`src/rtl/core/stbw_pkg.sv`:
```
// shared constants and codes for the software timer bank with watchdog
package stbw_pkg;

	localparam int NUM_TIMERS_DEF = 8;

	localparam int KIND_W    = 3;
	localparam int IDX_PORT_W = 4;
	localparam int SECS_W    = 32;
	localparam int RKIND_W   = 2;
	localparam int PERIOD_W  = 16;
	localparam int TICKS_W   = 31;
	localparam int DVD_W     = SECS_W + 1;
	localparam int DIV_CNT_W = 6;

	localparam logic [PERIOD_W-1:0] PERIOD_RESET = 16'd2;
	localparam logic [PERIOD_W-1:0] WD_MAX       = 16'hFFFF;
	localparam logic [TICKS_W-1:0]  TICK_LIMIT   = 31'h4000_0000;

	// input item kinds
	localparam logic [KIND_W-1:0] KIND_START  = 3'd0;
	localparam logic [KIND_W-1:0] KIND_STOP   = 3'd1;
	localparam logic [KIND_W-1:0] KIND_QUERY  = 3'd2;
	localparam logic [KIND_W-1:0] KIND_TICK   = 3'd3;
	localparam logic [KIND_W-1:0] KIND_WD_SET = 3'd4;

	// result kinds
	localparam logic [RKIND_W-1:0] RES_ACK     = 2'd0;
	localparam logic [RKIND_W-1:0] RES_QUERY   = 2'd1;
	localparam logic [RKIND_W-1:0] RES_EXPIRED = 2'd2;
	localparam logic [RKIND_W-1:0] RES_SYS_RST = 2'd3;

	typedef struct packed {
		logic [RKIND_W-1:0]    kind;
		logic [IDX_PORT_W-1:0] idx;
		logic                  run;
	} pend_res_t;

endpackage

```
`src/rtl/core/stbw_ram.sv`:
```
// generic single-port-write, registered-read ram
module stbw_ram #(
	parameter int WIDTH = 31,
	parameter int DEPTH = 8,
	localparam int AW = (DEPTH > 1) ? $clog2(DEPTH) : 1
) (
	input  logic             clk,
	input  logic             we,
	input  logic [AW-1:0]    waddr,
	input  logic [WIDTH-1:0] wdata,
	input  logic             re,
	input  logic [AW-1:0]    raddr,
	output logic [WIDTH-1:0] rdata
);

	logic [WIDTH-1:0] mem_q [DEPTH];
	logic [WIDTH-1:0] rdata_q;

	always_ff @(posedge clk) begin
		if (we) begin
			mem_q[waddr] <= wdata;
		end
		if (re) begin
			rdata_q <= mem_q[raddr];
		end
	end

	assign rdata = rdata_q;

endmodule

```
`src/rtl/core/software_timer_bank_with_watchdog.sv`:
```
// top level: one-shot timer bank counted in slow ticks plus a software watchdog
//
// usage: a request is taken at a rising edge with start high and busy low; kind selects
// start, stop, query, tick or watchdog set. busy stays high until the request's last
// result has been placed on the result ports.
// results come one per cycle on result_valid, each held for exactly one cycle; last marks
// the final result of a request. the receiver cannot stall, so results are never held.
// request flow, with N = NUM_TIMERS:
//   stop, query, watchdog set, unknown kinds: straight from idle to the result stage
//   start: a one-bit-per-cycle restoring divide over 33 bits, then the ram write, then
//   the result; a start with an out-of-range index goes straight to the result stage
//   tick: walks the timers through the counter ram (read, then modify and write back
//   each entry), then the watchdog step, then one result per cycle, up to N + 1 results
// tick counts live in a registered-read ram; active flags sit in flip-flops.
// tick_period is written through tick_period_we/tick_period_wdata at any edge; it must
// only change while the block is idle. reset clears all timers, stops the watchdog and
// loads a tick period of 2 seconds. counter ram contents are undefined after reset and
// are only used for timers that were started.
module software_timer_bank_with_watchdog #(
	parameter int NUM_TIMERS = stbw_pkg::NUM_TIMERS_DEF
) (
	input  logic                              clk,
	input  logic                              arst_n,
	input  logic                              tick_period_we,
	input  logic [stbw_pkg::PERIOD_W-1:0]     tick_period_wdata,
	input  logic                              start,
	output logic                              busy,
	input  logic [stbw_pkg::KIND_W-1:0]       kind,
	input  logic [stbw_pkg::IDX_PORT_W-1:0]   timer_index,
	input  logic [stbw_pkg::SECS_W-1:0]       seconds,
	output logic                              result_valid,
	output logic [stbw_pkg::RKIND_W-1:0]      result_kind,
	output logic [stbw_pkg::IDX_PORT_W-1:0]   timer_index_out,
	output logic                              running,
	output logic                              slow_tick_enable,
	output logic                              last
);

	import stbw_pkg::*;

	localparam int IDX_W = (NUM_TIMERS > 1) ? $clog2(NUM_TIMERS) : 1;

	localparam logic [2:0] ST_IDLE  = 3'd0;
	localparam logic [2:0] ST_DIV   = 3'd1;
	localparam logic [2:0] ST_WRITE = 3'd2;
	localparam logic [2:0] ST_TRD   = 3'd3;
	localparam logic [2:0] ST_TPROC = 3'd4;
	localparam logic [2:0] ST_WD    = 3'd5;
	localparam logic [2:0] ST_EMIT  = 3'd6;

	logic [2:0]            state_q;
	logic [PERIOD_W-1:0]   tick_period_q;
	logic [NUM_TIMERS-1:0] active_q;
	logic [NUM_TIMERS-1:0] exp_mask_q;
	logic                  wd_run_q;
	logic [PERIOD_W-1:0]   wd_left_q;
	logic                  wd_req_q;
	pend_res_t             pend_q;
	logic [IDX_W-1:0]      cnt_q;
	logic [IDX_W-1:0]      tgt_idx_q;
	logic [DIV_CNT_W-1:0]  bit_cnt_q;
	logic [DVD_W-1:0]      dvd_q;
	logic [PERIOD_W-1:0]   rem_q;
	logic [DVD_W-1:0]      quo_q;

	logic                  result_valid_q;
	logic [RKIND_W-1:0]    result_kind_q;
	logic [IDX_PORT_W-1:0] timer_index_out_q;
	logic                  running_q;
	logic                  slow_tick_enable_q;
	logic                  last_q;

	logic                  accept;
	logic                  in_range;
	logic [IDX_W-1:0]      idx_lo;
	logic [PERIOD_W-1:0]   period_nz;
	logic [DVD_W-1:0]      secs_nz;
	logic [DVD_W-1:0]      dvd_init;
	logic [PERIOD_W:0]     rem_sh;
	logic                  div_ge;
	logic [PERIOD_W-1:0]   rem_sub;
	logic [TICKS_W-1:0]    ticks_sat;

	logic                  ram_we;
	logic [IDX_W-1:0]      ram_waddr;
	logic [TICKS_W-1:0]    ram_wdata;
	logic                  ram_re;
	logic [TICKS_W-1:0]    ram_rdata;
	logic [TICKS_W-1:0]    ticks_dec;

	logic [IDX_W-1:0]      exp_sel;
	logic [NUM_TIMERS-1:0] exp_mask_nxt;
	logic                  tick_en;

	assign accept    = start && !busy;
	assign busy      = (state_q != ST_IDLE);
	assign in_range  = ({1'b0, timer_index} < (IDX_PORT_W + 1)'(NUM_TIMERS));
	assign idx_lo    = timer_index[IDX_W-1:0];
	assign period_nz = (tick_period_q == '0) ? PERIOD_W'(1) : tick_period_q;
	assign secs_nz   = (seconds == '0) ? DVD_W'(1) : {1'b0, seconds};
	assign dvd_init  = secs_nz + DVD_W'(period_nz) - DVD_W'(1);

	// restoring divide step, one quotient bit per cycle
	assign rem_sh  = {rem_q, dvd_q[DVD_W-1]};
	assign div_ge  = (rem_sh >= {1'b0, period_nz});
	// difference is below the period whenever it is taken
	assign rem_sub = rem_sh[PERIOD_W-1:0] - period_nz;
	assign ticks_sat = (quo_q > DVD_W'(TICK_LIMIT)) ? TICK_LIMIT : quo_q[TICKS_W-1:0];

	assign ticks_dec = (ram_rdata == '0) ? '0 : ram_rdata - TICKS_W'(1);

	assign ram_re    = (state_q == ST_TRD);
	assign ram_we    = (state_q == ST_WRITE) || ((state_q == ST_TPROC) && active_q[cnt_q]);
	assign ram_waddr = (state_q == ST_WRITE) ? tgt_idx_q : cnt_q;
	assign ram_wdata = (state_q == ST_WRITE) ? ticks_sat : ticks_dec;

	stbw_ram #(
		.WIDTH (TICKS_W),
		.DEPTH (NUM_TIMERS)
	) u_ticks_ram (
		.clk   (clk),
		.we    (ram_we),
		.waddr (ram_waddr),
		.wdata (ram_wdata),
		.re    (ram_re),
		.raddr (cnt_q),
		.rdata (ram_rdata)
	);

	// lowest pending expiry goes out first
	always_comb begin
		exp_sel = '0;
		for (int i = NUM_TIMERS - 1; i >= 0; i--) begin
			if (exp_mask_q[i]) begin
				exp_sel = IDX_W'(i);
			end
		end
		exp_mask_nxt = exp_mask_q & ~(NUM_TIMERS'(1) << exp_sel);
	end

	assign tick_en = (|active_q) || wd_run_q;

	always_ff @(posedge clk or negedge arst_n) begin
		if (!arst_n) begin
			state_q        <= ST_IDLE;
			tick_period_q  <= PERIOD_RESET;
			active_q       <= '0;
			exp_mask_q     <= '0;
			wd_run_q       <= 1'b0;
			wd_left_q      <= '0;
			wd_req_q       <= 1'b0;
			cnt_q          <= '0;
			bit_cnt_q      <= '0;
			result_valid_q <= 1'b0;
		end else begin
			result_valid_q <= 1'b0;
			if (tick_period_we) begin
				tick_period_q <= tick_period_wdata;
			end
			case (state_q)
				ST_IDLE: begin
					if (accept) begin
						exp_mask_q <= '0;
						wd_req_q   <= 1'b0;
						case (kind)
							KIND_START: begin
								bit_cnt_q <= '0;
								state_q   <= in_range ? ST_DIV : ST_EMIT;
							end
							KIND_STOP: begin
								if (in_range) begin
									active_q[idx_lo] <= 1'b0;
								end
								state_q <= ST_EMIT;
							end
							KIND_TICK: begin
								cnt_q   <= '0;
								state_q <= ST_TRD;
							end
							KIND_WD_SET: begin
								if (seconds == '0) begin
									wd_run_q <= 1'b0;
								end else begin
									wd_run_q  <= 1'b1;
									wd_left_q <= (seconds > SECS_W'(WD_MAX)) ? WD_MAX
										: seconds[PERIOD_W-1:0];
								end
								state_q <= ST_EMIT;
							end
							default: begin
								state_q <= ST_EMIT;
							end
						endcase
					end
				end
				ST_DIV: begin
					bit_cnt_q <= bit_cnt_q + DIV_CNT_W'(1);
					if (bit_cnt_q == DIV_CNT_W'(DVD_W - 1)) begin
						state_q <= ST_WRITE;
					end
				end
				ST_WRITE: begin
					active_q[tgt_idx_q] <= 1'b1;
					state_q             <= ST_EMIT;
				end
				ST_TRD: begin
					state_q <= ST_TPROC;
				end
				ST_TPROC: begin
					if (active_q[cnt_q] && (ticks_dec == '0)) begin
						active_q[cnt_q]   <= 1'b0;
						exp_mask_q[cnt_q] <= 1'b1;
					end
					if (cnt_q == IDX_W'(NUM_TIMERS - 1)) begin
						state_q <= ST_WD;
					end else begin
						cnt_q   <= cnt_q + IDX_W'(1);
						state_q <= ST_TRD;
					end
				end
				ST_WD: begin
					if (wd_run_q) begin
						if (wd_left_q > period_nz) begin
							wd_left_q <= wd_left_q - period_nz;
						end else begin
							wd_run_q <= 1'b0;
							wd_req_q <= 1'b1;
						end
					end
					state_q <= ST_EMIT;
				end
				ST_EMIT: begin
					result_valid_q <= 1'b1;
					if (|exp_mask_q) begin
						exp_mask_q <= exp_mask_nxt;
						if ((exp_mask_nxt == '0) && !wd_req_q) begin
							state_q <= ST_IDLE;
						end
					end else begin
						wd_req_q <= 1'b0;
						state_q  <= ST_IDLE;
					end
				end
				default: begin
					state_q <= ST_IDLE;
				end
			endcase
		end
	end

	// datapath registers, no reset needed
	always_ff @(posedge clk) begin
		if (accept) begin
			tgt_idx_q <= idx_lo;
			dvd_q     <= dvd_init;
			rem_q     <= '0;
			quo_q     <= '0;
			case (kind)
				KIND_START, KIND_STOP: begin
					pend_q <= '{kind: RES_ACK, idx: timer_index, run: 1'b0};
				end
				KIND_QUERY: begin
					pend_q <= '{kind: RES_QUERY, idx: timer_index,
						run: in_range && active_q[idx_lo]};
				end
				default: begin
					pend_q <= '{kind: RES_ACK, idx: '0, run: 1'b0};
				end
			endcase
		end
		if (state_q == ST_DIV) begin
			dvd_q <= {dvd_q[DVD_W-2:0], 1'b0};
			rem_q <= div_ge ? rem_sub : rem_sh[PERIOD_W-1:0];
			quo_q <= {quo_q[DVD_W-2:0], div_ge};
		end
		if (state_q == ST_EMIT) begin
			slow_tick_enable_q <= tick_en;
			running_q          <= 1'b0;
			if (|exp_mask_q) begin
				result_kind_q     <= RES_EXPIRED;
				timer_index_out_q <= IDX_PORT_W'(exp_sel);
				last_q            <= (exp_mask_nxt == '0) && !wd_req_q;
			end else if (wd_req_q) begin
				result_kind_q     <= RES_SYS_RST;
				timer_index_out_q <= '0;
				last_q            <= 1'b1;
			end else begin
				result_kind_q     <= pend_q.kind;
				timer_index_out_q <= pend_q.idx;
				running_q         <= pend_q.run;
				last_q            <= 1'b1;
			end
		end
	end

	assign result_valid     = result_valid_q;
	assign result_kind      = result_kind_q;
	assign timer_index_out  = timer_index_out_q;
	assign running          = running_q;
	assign slow_tick_enable = slow_tick_enable_q;
	assign last             = last_q;

	// results of one request come out back to back
	a_results_contiguous: assert property (@(posedge clk) disable iff (!arst_n)
		result_valid && !last |=> result_valid)
		else $error("result stream of a request has a gap");

	// once idle, the result on the port must have been the final one
	a_idle_after_last: assert property (@(posedge clk) disable iff (!arst_n)
		result_valid && !busy |-> last)
		else $error("block went idle before the last result");

	a_expired_in_range: assert property (@(posedge clk) disable iff (!arst_n)
		result_valid && (result_kind == RES_EXPIRED)
		|-> ({1'b0, timer_index_out} < (IDX_PORT_W + 1)'(NUM_TIMERS)))
		else $error("expiry reported for a timer that does not exist");

	a_running_only_query: assert property (@(posedge clk) disable iff (!arst_n)
		result_valid && running |-> (result_kind == RES_QUERY))
		else $error("running flag set outside a query answer");

	// the watchdog reset request stops the watchdog
	a_sys_rst_stops_wd: assert property (@(posedge clk) disable iff (!arst_n)
		result_valid && (result_kind == RES_SYS_RST) |-> !wd_run_q)
		else $error("watchdog still running after its reset request");

endmodule

```
`config.mk`:
```
export PLATFORM = sky130hd
export DESIGN_NAME = software_timer_bank_with_watchdog
export DESIGN_NICKNAME = d
export VERILOG_FILES = /design/src/rtl/core/stbw_pkg.sv /design/src/rtl/core/stbw_ram.sv /design/src/rtl/core/software_timer_bank_with_watchdog.sv
export SDC_FILE = /design/constraint.sdc
export NUM_CORES = 1
export LEC_CHECK = 0
export ABC_CLOCK_PERIOD_IN_PS = 5550
export BUFFER_PORTS_ARGS = -buffer_cell sky130_fd_sc_hd__buf_2
export CORE_UTILIZATION = 45
export CTS_BUF_LIST = sky130_fd_sc_hd__clkbuf_8 sky130_fd_sc_hd__clkbuf_16
export CTS_CLUSTER_DIAMETER = 40
export CTS_CLUSTER_SIZE = 8
export DETAILED_ROUTE_END_ITERATION = 10
export SLEW_MARGIN = 30
export SYNTH_ARGS = -nofsm -noshare
export SYNTH_HDL_FRONTEND = slang
export SYNTH_HIERARCHICAL = 1
export SYNTH_SLANG_ARGS = --single-unit
```
`constraint.sdc`:
```
create_clock -name clk -period 5.55 [get_ports clk]
set_input_delay 1.3875 -clock clk [delete_from_list [all_inputs] [get_ports clk]]
set_output_delay 1.3875 -clock clk [all_outputs]
set_load 0.005 [all_outputs]
```
### Word-level counts from Yosys, hierarchy flattened

Memories as Yosys holds them, arrays and structs flattened. A register that Yosys moved wholly into a read port is not among the register bits.
Cells that the tools add are included.

| word-level totals | value |
|---|---|
| output and inout port bits | 11 |
| register bits after elaboration | 163 |
| bits of input ports | 59 |
| logic and storage cells | 201 |
| memories | 1 |
| RAM bits | 248 |

| operators by class | value |
|---|---|
| shift-type cells | 1 |
| eq/ne operators | 28 |
| reduce and logical (&&, ||, !) cells | 40 |
| multiplexer cells | 80 |
| order comparisons | 11 |
| add/subtract/negate cells | 7 |
| bitwise gates (word level) | 8 |

Memories:

| memory | words | bits a word | rd ports | clocked after memory_dff | wr ports | RTL line | source |
|---|---|---|---|---|---|---|---|
| u_ticks_ram.mem_q | 8 | 31 | 1 | 1 | 1 | stbw_ram.sv:16 | `logic [WIDTH-1:0] mem_q [DEPTH];` |

Operator list:

| kind | number |
|---|---|
| two-way mux 16 bit | 10 |
| two-way mux 33 bit | 4 |
| two-way mux 31 bit | 3 |
| zero test 31 bit | 2 |
| two-way mux 3 bit | 20 |
| two-way mux 8 bit | 7 |
| case mux 8 bit (3 select lines) | 2 |
| adder 32 x 16 -> 33 bit | 1 |
| greater-than comparator 33 x 31 -> 1 bit (second input constant) | 1 |
| subtractor 33 x 1 -> 33 bit (second input constant) | 1 |
| greater-than comparator 32 x 16 -> 1 bit (second input constant) | 1 |
| zero test 32 bit | 1 |
| two-way mux 32 bit | 1 |
| case mux 16 bit (2 select lines) | 1 |
| subtractor 16 bit | 2 |
| subtractor 31 x 1 -> 31 bit (second input constant) | 1 |
| bitwise AND 8 bit | 3 |
| != test 2 bit (second input constant) | 12 |
| inverter 8 bit | 3 |
| case mux 6 bit (2 select lines) | 2 |
| two-way mux 1 bit | 18 |
| case mux 3 bit (6 select lines) | 1 |
| >= comparator 17 x 16 -> 1 bit | 1 |
| greater-than comparator 16 bit | 1 |
| other kinds (34) | 76 |

### Depth between registers and ports, before layout

Gate-level depths: netlist of run 1.

| logic depth | value |
|---|---|
| word-level depth | 16 |
| mapped depth | 18 |
| mapped depth without buffers | 18 |

### By module

The synthesis of run 1 kept the hierarchy.

By module, submodules not included:

| module | sequential area each (sq um) | cells each | times used | area an instance (sq um) |
|---|---|---|---|---|
| software_timer_bank_with_watchdog | 4570.6 | 1395 | 1 | 12082.8 |
| stbw_ram | 8378.0 | 402 | 1 | 10531.4 |

### Worst setup path after synthesis of run 1

No wires, ideal clock.

| timing | value |
|---|---|
| path type | input port to flip-flop |
| from | input port seconds[20] in the netlist's numbering |
| to | register dvd_q[29] (data pin) |
| cell stages on the path | 18 |
| setup time | 0.257 ns |
| path buffers | 0 |
| setup slack | 0.827 ns |
| arrival | 4.466 ns |
| data required time | 5.293 ns |
| cell sequence | nor4_1 nand4_1 nor3_1 nor2_1 ha_1 inv_1 ha_1 inv_1 fa_1 nor2b_1 o2111ai_1 o2111ai_1 a41oi_1 o21a_1 o21a_1 a21oi_1 o21ai_0 a32o_1 |

| on the way | value |
|---|---|
| word-level cells in the longest chain between the ends | 6 |

Ends and longest elaborated chain:

| item | RTL line | source |
|---|---|---|
| start: declaration | software_timer_bank_with_watchdog.sv:30 | `input logic [stbw_pkg::SECS_W-1:0] seconds,` |
| zero test 32 bit | software_timer_bank_with_watchdog.sv:100 | `assign secs_nz = (seconds == '0) ? DVD_W'(1) : {1'b0, seconds};` |
| two-way mux 32 bit (*) | software_timer_bank_with_watchdog.sv:100 |  |
| adder 32 x 16 -> 33 bit (*) | software_timer_bank_with_watchdog.sv:101 | `assign dvd_init = secs_nz + DVD_W'(period_nz) - DVD_W'(1);` |
| subtractor 33 x 1 -> 33 bit (*) | software_timer_bank_with_watchdog.sv:101 |  |
| two-way mux 33 bit (*) | software_timer_bank_with_watchdog.sv:253 | `if (accept) begin` |
| two-way mux 33 bit (*) | software_timer_bank_with_watchdog.sv:271 | `if (state_q == ST_DIV) begin` |
| end signal: assignment | software_timer_bank_with_watchdog.sv:255 | `dvd_q <= dvd_init;` |
| end signal: assignment | software_timer_bank_with_watchdog.sv:272 | `dvd_q <= {dvd_q[DVD_W-2:0], 1'b0};` |
| end: declaration | software_timer_bank_with_watchdog.sv:62 | `logic [DVD_W-1:0] dvd_q;` |

Mark *: on every way between the ends. The rest lies on a longest branch, timed or not. The select of a mux whose other input is x is not followed.
A chain may end at the register's enable or synchronous reset.

### Final worst setup path of run 1

| timing | value |
|---|---|
| from | input port seconds[22] in the netlist's numbering |
| to | register dvd_q[29] (data pin) |

The elaborated chain is that of the path after synthesis.

==> results of run 1 <==
## flip-flops by register name, indices dropped and copies added (netlist names)
name               count
u_ticks_ram/mem_q    248
dvd_q                 33
quo_q                 33
u_ticks_ram/rdata     31
rem_q                 16
tick_period_q         16
wd_left_q             16
active_q               8
exp_mask_q             8
bit_cnt_q              6
pend_q                 6
timer_index_out        4
cnt_q                  3
state_q                3
tgt_idx_q              3
result_kind            2
last                   1
result_valid           1
running                1
slow_tick_enable       1
wd_req_q               1
wd_run_q               1
## critical path, cell delays in order
cell and delay, ps:
sky130_fd_sc_hd__buf_2 110, sky130_fd_sc_hd__nor4_1 450, sky130_fd_sc_hd__nand4_1 300, sky130_fd_sc_hd__nor3_1 370, sky130_fd_sc_hd__nor2_1 90, sky130_fd_sc_hd__ha_1 180, sky130_fd_sc_hd__inv_1 60, sky130_fd_sc_hd__ha_1 160
sky130_fd_sc_hd__inv_1 50, sky130_fd_sc_hd__fa_1 390, sky130_fd_sc_hd__nor2b_1 160, sky130_fd_sc_hd__o2111ai_1 140, sky130_fd_sc_hd__o2111ai_1 200, sky130_fd_sc_hd__a41oi_1 210, sky130_fd_sc_hd__o21a_1 260, sky130_fd_sc_hd__o21a_1 230
sky130_fd_sc_hd__a21oi_1 190, sky130_fd_sc_hd__o21ai_0 100, sky130_fd_sc_hd__a32o_1 260
## through the flow
step,util (%),hold WS [ps],std cells
6_report,53.4,498,2608
3_3_place_gp,48.2,480,2478
2_1_floorplan,-,451,1797
5_1_grt,53.4,527,2608
3_5_place_dp,48.2,492,2478
4_1_cts,53.3,496,2608
## cell type report
class / count / area share (%)
tap: 664 / 3.16
multi-input combinational: 1154 / 34.1
clock inverter: 43 / 1.54
sequential: 442 / 49.3
inverter: 119 / 1.70
clock buffer: 87 / 8.07
timing repair buffer: 99 / 2.19
## cells by family (layout without fill, tap and decap cells)
group           Yosys count  after routing
compound gates          363            363
xor+xnor                 74             74
fa+ha+maj                88             88
buf+inv                 201            348
flops                   442            442
mux                     129            129
simple gates            500            500
## layer usage
layer	wire, µm	up-vias	global-route usage (%)
li1	-	7017	-
met1	24300	7427	28.9
met2	25300	325	34.2
met3	2490	89	3.93
met4	998	0	6.52
met5	0	-	0
## cell usage in the layout, fill, tap and decap left out, types with 37 or more instances in the layout
cell type                   Yosys  layout
sky130_fd_sc_hd__a21oi_1       79      79
sky130_fd_sc_hd__and2_1        42      42
sky130_fd_sc_hd__buf_2          2      69
sky130_fd_sc_hd__clkbuf_16      0      82
sky130_fd_sc_hd__dfrtp_1       62      59
sky130_fd_sc_hd__edfxtp_1     378     378
sky130_fd_sc_hd__ha_1          84      84
sky130_fd_sc_hd__inv_1        118     130
sky130_fd_sc_hd__mux2_2        44      44
sky130_fd_sc_hd__mux4_1        62      62
sky130_fd_sc_hd__nand2_1      148     147
sky130_fd_sc_hd__nor2_1       108     101
sky130_fd_sc_hd__nor3_1        42      37
sky130_fd_sc_hd__nor4_1        37      37
sky130_fd_sc_hd__o21ai_0      135     127
sky130_fd_sc_hd__xnor2_1       39      39
## path summary, 6_finish.rpt
path                                  to  slack (ps)  cells after the start
setup / recovery               dvd_q[29]         560                     19
hold / removal                  dvd_q[0]         500                      2
setup reg to reg               dvd_q[26]        1200                     15
hold reg to reg                 dvd_q[0]         500                      2
max in group asynchronous       cnt_q[0]        3790                      2
min in group asynchronous  exp_mask_q[0]         720                      1
## power groups by stage
stage	clock network [µW]	registers, µW	logic [µW]
floorplan	0	5110	2930
global placement	0	5310	3790
detailed placement	0	5340	3860
CTS	4620	5290	3900
global route	4790	5370	4250
finish	4530	5280	3880
==> results.txt, run 1 <==
----------------------------------------------------
[Min path]
  Min-delay src ... dvd_q[0]
  Hold/Removal Path Class ... flop to flop

[Clocking]
  Clock Sink Count ... 442
  Worst skew pair latency ... 610 ps
  Clock-pin slew of the registers on the worst-case setup and hold paths ... 50 ps
  Longest Clk Path Bufs ... 3
  Inserted Clock Buffers ... 80
  CTS resizes ... 0
  TritonCTS clock tree ... yes
  Number of levels in the clock H-tree ... 3
  CTS root buf ... sky130_fd_sc_hd__clkbuf_16
  Number of buffers inserted to repair setup after CTS ... 0
  Hold Buf Count CTS ... 0

[Synthesis]
  Proportion of synthesized chip area in sequential cells ... 57.3%
  Async SR Flop Fraction ... 14.3%
  Dominant combinational cell family by area after synthesis ... simple AND/OR/NAND/NOR gates
  Most repeated cell in the gate-level netlist after synthesis ... sky130_fd_sc_hd__edfxtp_1
  Compound-gate portion of the synthesized area ... 9.90%
  Synthesized area divided by synthesized cell count ... 12.6 µm²
  Post-Syn Nets ... 1943
  Biggest area consumer among synthesized cells ... sky130_fd_sc_hd__edfxtp_1
  Register bit total from synthesis ... 442
  Number of flops mapped to enable cells by yosys ... 378
  Fraction of synthesized cell area in xor and xnor cells ... 2.87%
  Synth warn ... 6
  Area share of the largest cell type after synthesis ... 50.2%
  Commonest cells in the synthesized netlist ... sky130_fd_sc_hd__edfxtp_1 (378), sky130_fd_sc_hd__nand2_1 (148), sky130_fd_sc_hd__o21ai_0 (135)
  Post-Synth Adder-Cell Area ... 4.96%
  Cell Area, Synth ... 0.0226 mm²
  Simple-gate share of the synthesized area ... 10.9%
  Share of synthesized area spent on multiplexers ... 10.5%
  Distinct cells, synth ... 78
  Synthesized instance count ... 1797
  Top area cells in the synthesized netlist ... sky130_fd_sc_hd__edfxtp_1 (50%), sky130_fd_sc_hd__mux4_1 (7.2%), sky130_fd_sc_hd__dfrtp_1 (6.9%)
  Prevailing post-synth register cell ... sky130_fd_sc_hd__edfxtp_1

[Worst setup path]
  Launch point of the worst reg-to-reg path ... tick_period_q[1]
  Crit path max fanout ... 3
  Crit Path Category ... input port to flop
  Type of element launching the critical path ... input port
  Origin of the worst setup path ... seconds[22]
  Arrival @ worst endpoint ... 5320 ps
  Nature of the critical path endpoint ... flop
  Required time at the worst-slack endpoint ... 5880 ps

[GRT]
  Maximum number of pins on one net before global-route repair ... 82
  Initial antenna violation count ... 0
  Via count of the first global-routing pass ... 14900
  Wire length of the first global-routing pass ... 82.7 mm
  Overflow left after global routing ... 0
  Tot GR Track Use ... 21.2%

[STA]
  Fin Clk Skew ... 31.0 ps
  Setup ws final ... 564 ps
  Setup repair after global routing missed its margin ... false
  Max-Slew Margin vs Limit ... 35.3%
  Actual transition at the worst max-transition pin ... 961 ps
  Number of failing hold endpoints at the final stage ... 0
  Setup-failing EPs final ... 0
  Tcrit/Tclk final ... 89.8%
  Final total negative setup slack ... 0 ps
  Fmax ... 201 MHz
  Number of max-slew violations in the final report ... 0
  Shortest period the worst path allows ... 4990 ps

[Routing]
  Router iterations before antenna repair ... 5
  Vias per cell ... 5.70
  Antenna-violating nets left ... 0
  Initial detailed-routing violation count ... 1082
  Average detailed-routed wire length per instance ... 20.4 µm
  Post-route DRC ... 0
  Vias after detailed routing ... 14900
  Total wire length after detailed routing ... 53.1 mm

[Power and ir drop]
  Standby leakage power ... 0.00979 µW
  Switching pwr ... 4400 µW
  Internal power summed over all cells ... 9300 µW
  Power share of the combinational group ... 28.3%
  Seq pwr share ... 38.6%
  Power consumption ... 13700 µW
  Switching Share ... 32.1%
  Part of the power in the clock network ... 33.1%
  Cell area power density ... 521 mW/mm²
  Worst supply voltage drop on vdd ... 0.000265 V

[Final layout]
  Sequential cell area ... 0.0130 mm²
  Area Overhead vs Synth ... 16.2%
  Post-layout nets ... 2042
  Diodes inserted ... 0
  Fraction of final layout cells sized beyond drive strength 1 ... 14.9%
  Footprint of the multi-input gates ... 0.00895 mm²
  Final design instance area without fill ... 0.0263 mm²
  Number of filler cells placed in the layout ... 4171

[Floorplanning]
  Horizontal die dimension ... 226 µm
  Num ports ... 70
  Number of rows created at floorplan ... 81
  Core ar. ... 0.0493 mm²
  Full die area ... 0.0512 mm²
  Effective utilization at floorplan ... 45.9%
  Die boundary height ... 226 µm

[Placement]
  Placed cell area ... 0.0237 mm²
  Dpl hpwl ... 34.7 mm
  Pre-CTS worst setup slack ... 74.8 ps
  GPL Wtd Cong ... 0.919
  Number of port buffers ... 69

[Status]
  Result of the run ... finished, final reports clean

[Run]
  Maximum Capacitance Violations ... 0

----------------------------------------------------
No activity file was read; power rests on OpenSTA's default activity.
==> run 2, diff against run 1 <==
Settings changed: CAP_MARGIN set to 20, CORE_UTILIZATION 45 to 60, PLACE_DENSITY set to 0.85.
==> run 2 against run 1 <==
  * Wire length rose by 6.4%
  * Clock power is 4.4% lower
  * Flip-flop and latch count stayed put
  * Setup slack got worse by 84 ps
  * Combinational power grew 2%
  * Cell area fell by 1.5%
  * Hold slack worse by 14 ps
  * Non-clock buffer count down 2
  * Final cell count down 6.5%
  * Via count rose by 7.4%
  * Critical endpoint unchanged
==> results.txt, run 2 (synthesized netlist as in run 1, its figures left out) <==
----------------------------------------------------
[Final layout]
  Fraction of final layout cells sized beyond drive strength 1 ... 14.2% (was 14.9%)
  Number of cells in the finished layout apart from fillers ... 2439 (was 2608)
  Commonest non-fill, non-tap cell in the layout ... sky130_fd_sc_hd__edfxtp_1 (unchanged)
  Post-layout nets ... 2035 (was 2042)
  Register ranked first by flip-flop count ... u_ticks_ram/mem_q (unchanged)
  Max FFs per register ... 248 (unchanged)
  Leading cell types in the layout, fill and taps excluded ... sky130_fd_sc_hd__edfxtp_1 (378), sky130_fd_sc_hd__nand2_1 (147), sky130_fd_sc_hd__inv_1 (138) (was sky130_fd_sc_hd__edfxtp_1 (378), sky130_fd_sc_hd__nand2_1 (147), sky130_fd_sc_hd__inv_1 (130))
  Area Overhead vs Synth ... 14.5% (was 16.2%)
  Leading registers by flop count ... u_ticks_ram/mem_q x248, dvd_q x33, quo_q x33 (unchanged)
  Final core occ ... 70.2% (was 53.4%)

[Worst setup path]
  Number of cells on the worst reg-to-reg path ... 9 (was 15)
  Capture instance of the worst register-to-register path ... exp_mask_q[2] (was dvd_q[26])
  Launch point of the worst reg-to-reg path ... u_ticks_ram/rdata[19] (was tick_period_q[1])
  Slack of the worst reg-to-reg path ... 1190 ps (was 1200 ps)
  Required time at the worst-slack endpoint ... 5890 ps (was 5880 ps)
  Type of element launching the critical path ... input port (unchanged)
  Nature of the critical path endpoint ... flop (unchanged)
  Arrival @ worst endpoint ... 5410 ps (was 5320 ps)
  Crit Path Category ... input port to flop (unchanged)
  Crit path max fanout ... 3 (unchanged)
  Origin of the worst setup path ... seconds[20] (was seconds[22])

[Clocking]
  TritonCTS clock tree ... yes (unchanged)
  Number of levels in the clock H-tree ... 3 (unchanged)
  Hold Buf Count CTS ... 0 (unchanged)
  Worst skew pair latency ... 610 ps (about the same)
  Clock Sink Count ... 442 (unchanged)
  CTS resizes ... 0 (unchanged)
  Number of buffers inserted to repair setup after CTS ... 0 (unchanged)
  Longest Clk Path Bufs ... 3 (unchanged)
  Inserted Clock Buffers ... 75 (was 80)
  Clock-pin slew of the registers on the worst-case setup and hold paths ... 50 ps (about the same)
  CTS root buf ... sky130_fd_sc_hd__clkbuf_16 (unchanged)

[Power and ir drop]
  Standby leakage power ... 0.00973 µW (was 0.00979 µW)
  Cell area power density ... 527 mW/mm² (was 521 mW/mm²)
  Worst supply voltage drop on vdd ... 0.000323 V (was 0.000265 V)

[Min path]
  Min-Delay Path Depth ... 1 (was 2)
  Hold Crit Endpoint ... bit_cnt_q[5] (was dvd_q[0])
  Min-delay src ... bit_cnt_q[5] (was dvd_q[0])
  Hold/Removal Path Class ... flop to flop (unchanged)

[STA]
  Fin Clk Skew ... 28.3 ps (was 31.0 ps)
  Number of max-slew violations in the final report ... 0 (unchanged)
  Fmax ... 197 MHz (was 201 MHz)
  Actual transition at the worst max-transition pin ... 974 ps (was 961 ps)
  Number of failing hold endpoints at the final stage ... 0 (unchanged)
  Shortest period the worst path allows ... 5070 ps (was 4990 ps)
  Max-Slew Margin vs Limit ... 34.4% (was 35.3%)
  Setup repair after global routing missed its margin ... false (unchanged)
  Tcrit/Tclk final ... 91.4% (was 89.8%)
  Setup-failing EPs final ... 0 (unchanged)

[Floorplanning]
  Effective utilization at floorplan ... 61.3% (was 45.9%)
  Full die area ... 0.0385 mm² (was 0.0512 mm²)
  Num ports ... 70 (unchanged)
  Core ar. ... 0.0369 mm² (was 0.0493 mm²)
  Die boundary height ... 196 µm (was 226 µm)
  Number of rows created at floorplan ... 70 (was 81)
  Horizontal die dimension ... 196 µm (was 226 µm)

[GRT]
  Met2 routing resource usage after global routing ... 46.8% (was 34.2%)
  Met3 track utilization from global routing ... 6.62% (was 3.93%)
  Maximum number of pins on one net before global-route repair ... 82 (unchanged)
  Via count of the first global-routing pass ... 15700 (was 14900)
  Overflow left after global routing ... 0 (unchanged)
  Initial antenna violation count ... 0 (unchanged)
  Wire length of the first global-routing pass ... 87.7 mm (was 82.7 mm)
  Tot GR Track Use ... 29.8% (was 21.2%)
  GRT Max-Usage Layer ... met2 (unchanged)
  Routing usage on met1 ... 40.6% (was 28.9%)

[Routing]
  Vias per cell ... 6.54 (was 5.70)
  Antenna-violating nets left ... 0 (unchanged)
  Average detailed-routed wire length per instance ... 23.2 µm (was 20.4 µm)
  Post-route DRC ... 0 (unchanged)
  Total wire length after detailed routing ... 56.6 mm (was 53.1 mm)
  Vias after detailed routing ... 16000 (was 14900)
  Router iterations before antenna repair ... 6 (was 5)
  Initial detailed-routing violation count ... 1735 (was 1082)

[Run]
  Maximum Capacitance Violations ... 0 (unchanged)

[Placement]
  Number of port buffers ... 69 (unchanged)
  Placed instance count ... 2316 (was 2478)
  Dpl hpwl ... 35.0 mm (was 34.7 mm)
  GPL Wtd Cong ... 0.936 (was 0.919)

[Status]
  Result of the run ... finished, final reports clean (unchanged)

----------------------------------------------------
==> run 2: cell count changes in the layout (fill, tap and decap cells not counted), moves of 2 or more <==
| cell | change |
|---|---|
| sky130_fd_sc_hd__clkinvlp_4 | -3 |
| sky130_fd_sc_hd__clkinv_2 | -3 |
| sky130_fd_sc_hd__clkbuf_16 | -4 |
| sky130_fd_sc_hd__inv_1 | +8 |
| sky130_fd_sc_hd__clkinv_4 | -3 |
| sky130_fd_sc_hd__clkinv_16 | -2 |
| sky130_fd_sc_hd__inv_16 | +2 |
| sky130_fd_sc_hd__clkbuf_8 | -3 |
==> run 2: area by class of cell <==
cell class,instances,area [µm²]
repair buffers,97,556
clock inverters,42,365
inverters,119,447
flip-flops and latches,442,13000
fillers,2367,11000
well taps,504,631
diodes,1,2.50
multi-input cells,1154,8960
clock buffers,80,1980
==> run 2: per-layer routing <==
layer  share of wire [%]  wire (µm)  up-vias
li1                    -          -     6977
met1                  40      22700     7768
met2                  47      26600      994
met3                 9.3       5270      212
met4                 3.4       1950        0
met5                   0          0        -
==> run 2: stage by stage <==
| stage | hold slack [ps] | TNS (ps) | worst slack (ps) | power [µW] | instance area [µm²] |
|---|---|---|---|---|---|
| 6_report | 483 | 0 | 479 | 13600 | 25900 |
| 5_1_grt | 510 | 0 | 85.8 | 14200 | 25900 |
| 4_1_cts | 486 | 0 | 457 | 13600 | 25900 |
| 3_5_place_dp | 476 | -146 | -134 | 9190 | 23500 |
| 3_3_place_gp | 470 | 0 | 83.4 | 8970 | 23500 |
| 2_1_floorplan | 451 | 0 | 827 | 8040 | 22600 |
==> run 2: worst max path at each step <==
stage	to	cells past startpoint	slack (ps)
finish	dvd_q[29]	20	480
global route	dvd_q[29]	20	90
CTS	dvd_q[29]	20	460
detailed placement	dvd_q[29]	20	-130
global placement	dvd_q[29]	20	80
floorplan	dvd_q[29]	18	830
==> run 2: worst max-delay path: stages <==
cell                        delay [ps]
sky130_fd_sc_hd__buf_2             120
sky130_fd_sc_hd__nor4_1            330
sky130_fd_sc_hd__buf_4             180
sky130_fd_sc_hd__nand4_1           300
sky130_fd_sc_hd__nor3_2            310
sky130_fd_sc_hd__nor2_1             80
sky130_fd_sc_hd__ha_1              180
sky130_fd_sc_hd__inv_1              50
sky130_fd_sc_hd__ha_1              170
sky130_fd_sc_hd__inv_1              60
sky130_fd_sc_hd__fa_1              400
sky130_fd_sc_hd__nor2b_1           190
sky130_fd_sc_hd__o2111ai_1         170
sky130_fd_sc_hd__o2111ai_1         200
sky130_fd_sc_hd__a41oi_1           230
sky130_fd_sc_hd__o21a_1            270
sky130_fd_sc_hd__o21a_1            230
sky130_fd_sc_hd__a21oi_1           150
sky130_fd_sc_hd__o21ai_0           110
sky130_fd_sc_hd__a32o_1            280
==> run 2: power by group <==
group          internal (µW)  switching, µW
clock                   2770           1550
combinational           1570           2390
sequential              4810            535
total                   9160           4480
==> run 3, diff against run 2 <==
Settings changed: MAX_ROUTING_LAYER set to met4.
==> run 3 against run 2 <==
  * Utilization decreased by 0.21 points
  * Clock power decreased by 4%
  * Hold slack improved by 11 ps
  * Cell area decreased by 0.30%
  * Count of clock-buffer cells in the layout decreased by 3
  * Via count increased by 0.17%
  * Largest power group unchanged
==> results.txt, run 3 (synthesized netlist as in run 1, its figures left out) <==
----------------------------------------------------
[Worst setup path]
  Arrival @ worst endpoint ... 5390 ps (was 5410 ps)
  Slack of the worst reg-to-reg path ... 1390 ps (was 1190 ps)
  Type of element launching the critical path ... input port (unchanged)
  Capture instance of the worst register-to-register path ... dvd_q[29] (was exp_mask_q[2])
  Nature of the critical path endpoint ... flop (unchanged)
  Number of cells on the worst reg-to-reg path ... 17 (was 9)
  Crit path max fanout ... 3 (unchanged)
  Crit Path Category ... input port to flop (unchanged)
  Launch point of the worst reg-to-reg path ... tick_period_q[8] (was u_ticks_ram/rdata[19])
  Required time at the worst-slack endpoint ... 5870 ps (was 5890 ps)

[GRT]
  Via count of the first global-routing pass ... 15800 (was 15700)
  Wire length of the first global-routing pass ... 87.1 mm (was 87.7 mm)
  Overflow left after global routing ... 0 (unchanged)
  Initial antenna violation count ... 0 (unchanged)
  Maximum number of pins on one net before global-route repair ... 82 (unchanged)
  Tot GR Track Use ... 30.5% (was 29.8%)

[Routing]
  Antenna-violating nets left ... 0 (unchanged)
  Initial detailed-routing violation count ... 1692 (was 1735)
  Total wire length after detailed routing ... 56.1 mm (was 56.6 mm)
  Post-route DRC ... 0 (unchanged)
  Vias after detailed routing ... 16000 (about the same)
  Average detailed-routed wire length per instance ... 23.2 µm (about the same)
  Router iterations before antenna repair ... 9 (was 6)
  Vias per cell ... 6.59 (was 6.54)

[Min path]
  Hold Crit Endpoint ... bit_cnt_q[5] (unchanged)
  Hold/Removal Path Class ... flop to flop (unchanged)
  Min-Delay Path Depth ... 1 (unchanged)
  Min-delay src ... bit_cnt_q[5] (unchanged)

[Final layout]
  Sequential cell area ... 0.0130 mm² (unchanged)
  Diodes inserted ... 0 (was 1)
  Final design instance area without fill ... 0.0258 mm² (was 0.0259 mm²)
  Max FFs per register ... 248 (unchanged)
  Register ranked first by flip-flop count ... u_ticks_ram/mem_q (unchanged)
  Post-layout nets ... 2033 (was 2035)
  Leading registers by flop count ... u_ticks_ram/mem_q x248, dvd_q x33, quo_q x33 (unchanged)
  Footprint of the multi-input gates ... 0.00896 mm² (unchanged)
  Area Overhead vs Synth ... 14.2% (was 14.5%)
  Number of filler cells placed in the layout ... 2374 (was 2367)
  Commonest non-fill, non-tap cell in the layout ... sky130_fd_sc_hd__edfxtp_1 (unchanged)
  Fraction of final layout cells sized beyond drive strength 1 ... 13.9% (was 14.2%)
  Leading cell types in the layout, fill and taps excluded ... sky130_fd_sc_hd__edfxtp_1 (378), sky130_fd_sc_hd__nand2_1 (147), sky130_fd_sc_hd__inv_1 (130) (was sky130_fd_sc_hd__edfxtp_1 (378), sky130_fd_sc_hd__nand2_1 (147), sky130_fd_sc_hd__inv_1 (138))

[Placement]
  Placed cell area ... 0.0236 mm² (was 0.0235 mm²)
  GPL Wtd Cong ... 0.959 (was 0.936)
  Number of port buffers ... 69 (unchanged)
  Dpl hpwl ... 35.1 mm (was 35.0 mm)

[STA]
  Tcrit/Tclk final ... 91.5% (was 91.4%)
  Max-Slew Margin vs Limit ... 37.6% (was 34.4%)
  Fmax ... 197 MHz (about the same)
  Number of max-slew violations in the final report ... 0 (unchanged)
  Setup-failing EPs final ... 0 (unchanged)
  Fin Clk Skew ... 25.8 ps (was 28.3 ps)
  Number of failing hold endpoints at the final stage ... 0 (unchanged)
  Actual transition at the worst max-transition pin ... 934 ps (was 974 ps)
  Shortest period the worst path allows ... 5080 ps (was 5070 ps)
  Post-Route Hold Slack ... 494 ps (was 483 ps)
  Setup repair after global routing missed its margin ... false (unchanged)

[Clocking]
  Number of levels in the clock H-tree ... 3 (unchanged)
  Hold Buf Count CTS ... 0 (unchanged)
  CTS root buf ... sky130_fd_sc_hd__clkbuf_16 (unchanged)
  CTS resizes ... 0 (unchanged)
  Clock Sink Count ... 442 (unchanged)
  Inserted Clock Buffers ... 72 (was 75)
  Clock-pin slew of the registers on the worst-case setup and hold paths ... 50 ps (about the same)
  TritonCTS clock tree ... yes (unchanged)
  Longest Clk Path Bufs ... 3 (unchanged)
  Number of buffers inserted to repair setup after CTS ... 0 (unchanged)
  Worst skew pair latency ... 590 ps (was 610 ps)

[Floorplanning]
  Number of rows created at floorplan ... 70 (unchanged)
  Horizontal die dimension ... 196 µm (unchanged)
  Num ports ... 70 (unchanged)
  Full die area ... 0.0385 mm² (unchanged)
  Effective utilization at floorplan ... 61.3% (unchanged)
  Core ar. ... 0.0369 mm² (unchanged)
  Die boundary height ... 196 µm (unchanged)

[Status]
  Result of the run ... finished, final reports clean (unchanged)

[Power and ir drop]
  Standby leakage power ... 0.00967 µW (was 0.00973 µW)
  Cell area power density ... 521 mW/mm² (was 527 mW/mm²)
  Worst supply voltage drop on vdd ... 0.000322 V (was 0.000323 V)

[Run]
  Maximum Capacitance Violations ... 0 (unchanged)

----------------------------------------------------
==> run 3: cell count changes in the layout (fill, tap and decap cells not counted), moves of 2 or more <==
cell | previous run | this run
sky130_fd_sc_hd__inv_1 | 138 | 130
sky130_fd_sc_hd__clkinvlp_4 | 3 | 1
sky130_fd_sc_hd__nor3_2 | 6 | 4
sky130_fd_sc_hd__buf_4 | 28 | 26
sky130_fd_sc_hd__buf_16 | 0 | 2
sky130_fd_sc_hd__clkinv_1 | 5 | 3
sky130_fd_sc_hd__clkbuf_16 | 78 | 74
==> run 3: critical path: stages <==
cell                        delay, ps
sky130_fd_sc_hd__buf_2            120
sky130_fd_sc_hd__nor4_1           390
sky130_fd_sc_hd__buf_4            190
sky130_fd_sc_hd__nand4_1          270
sky130_fd_sc_hd__nor3_1           330
sky130_fd_sc_hd__nor2_1            90
sky130_fd_sc_hd__ha_1             190
sky130_fd_sc_hd__inv_1             50
sky130_fd_sc_hd__ha_1             150
sky130_fd_sc_hd__inv_1             60
sky130_fd_sc_hd__fa_1             410
sky130_fd_sc_hd__nor2b_1          170
sky130_fd_sc_hd__o2111ai_1        160
sky130_fd_sc_hd__o2111ai_1        190
sky130_fd_sc_hd__a41oi_1          230
sky130_fd_sc_hd__o21a_1           270
sky130_fd_sc_hd__o21a_1           230
sky130_fd_sc_hd__a21oi_1          160
sky130_fd_sc_hd__o21ai_0          100
sky130_fd_sc_hd__a32o_1           260
==> run 3: routing by layer <==
metal,track usage [%],vias to the layer above,routed length (µm)
li1,-,6984,-
met1,40.7,7806,22400
met2,45.8,961,26400
met3,5.57,227,5240
met4,13.7,0,2110
met5,-,-,0
==> run 3: worst max path at each step <==
stage | from | end | slack [ps] | depth (start not counted)
2_1_floorplan | seconds[20] | dvd_q[29] | 830 | 18
3_3_place_gp | seconds[20] | dvd_q[29] | 90 | 20
3_5_place_dp | seconds[20] | dvd_q[29] | -2 | 20
4_1_cts | seconds[20] | dvd_q[29] | 600 | 20
5_1_grt | seconds[20] | dvd_q[29] | 170 | 20
6_report | seconds[20] | dvd_q[29] | 470 | 20
==> run 3: final cells by class <==
class                   instances  share of cell area, %
multi-input cells            1154                   34.7
clock inverters                29                   1.26
inverters                     119                   1.73
well taps                     504                   2.44
clock buffers                  77                   7.33
flip-flops and latches        442                   50.2
repair buffers                 98                   2.35
==> run 3: where the power goes <==
part | internal [µW] | total (µW) | leakage, µW | switching (µW)
sequential | 4820 | 5310 | 0.00418 | 498
clock | 2660 | 4140 | 0.00113 | 1480
combinational | 1590 | 4010 | 0.00436 | 2420
==> run 3: stage by stage <==
stage | power (µW) | setup TNS (ps) | std cells | setup WS, ps | util [%]
floorplan | 8040 | 0 | 1797 | 827 | -
global placement | 8960 | 0 | 2315 | 93.5 | 63.8
detailed placement | 9210 | -1.89 | 2317 | -1.89 | 64.0
CTS | 13400 | 0 | 2423 | 596 | 70.0
global route | 14000 | 0 | 2423 | 166 | 70.0
finish | 13500 | 0 | 2423 | 474 | 70.0
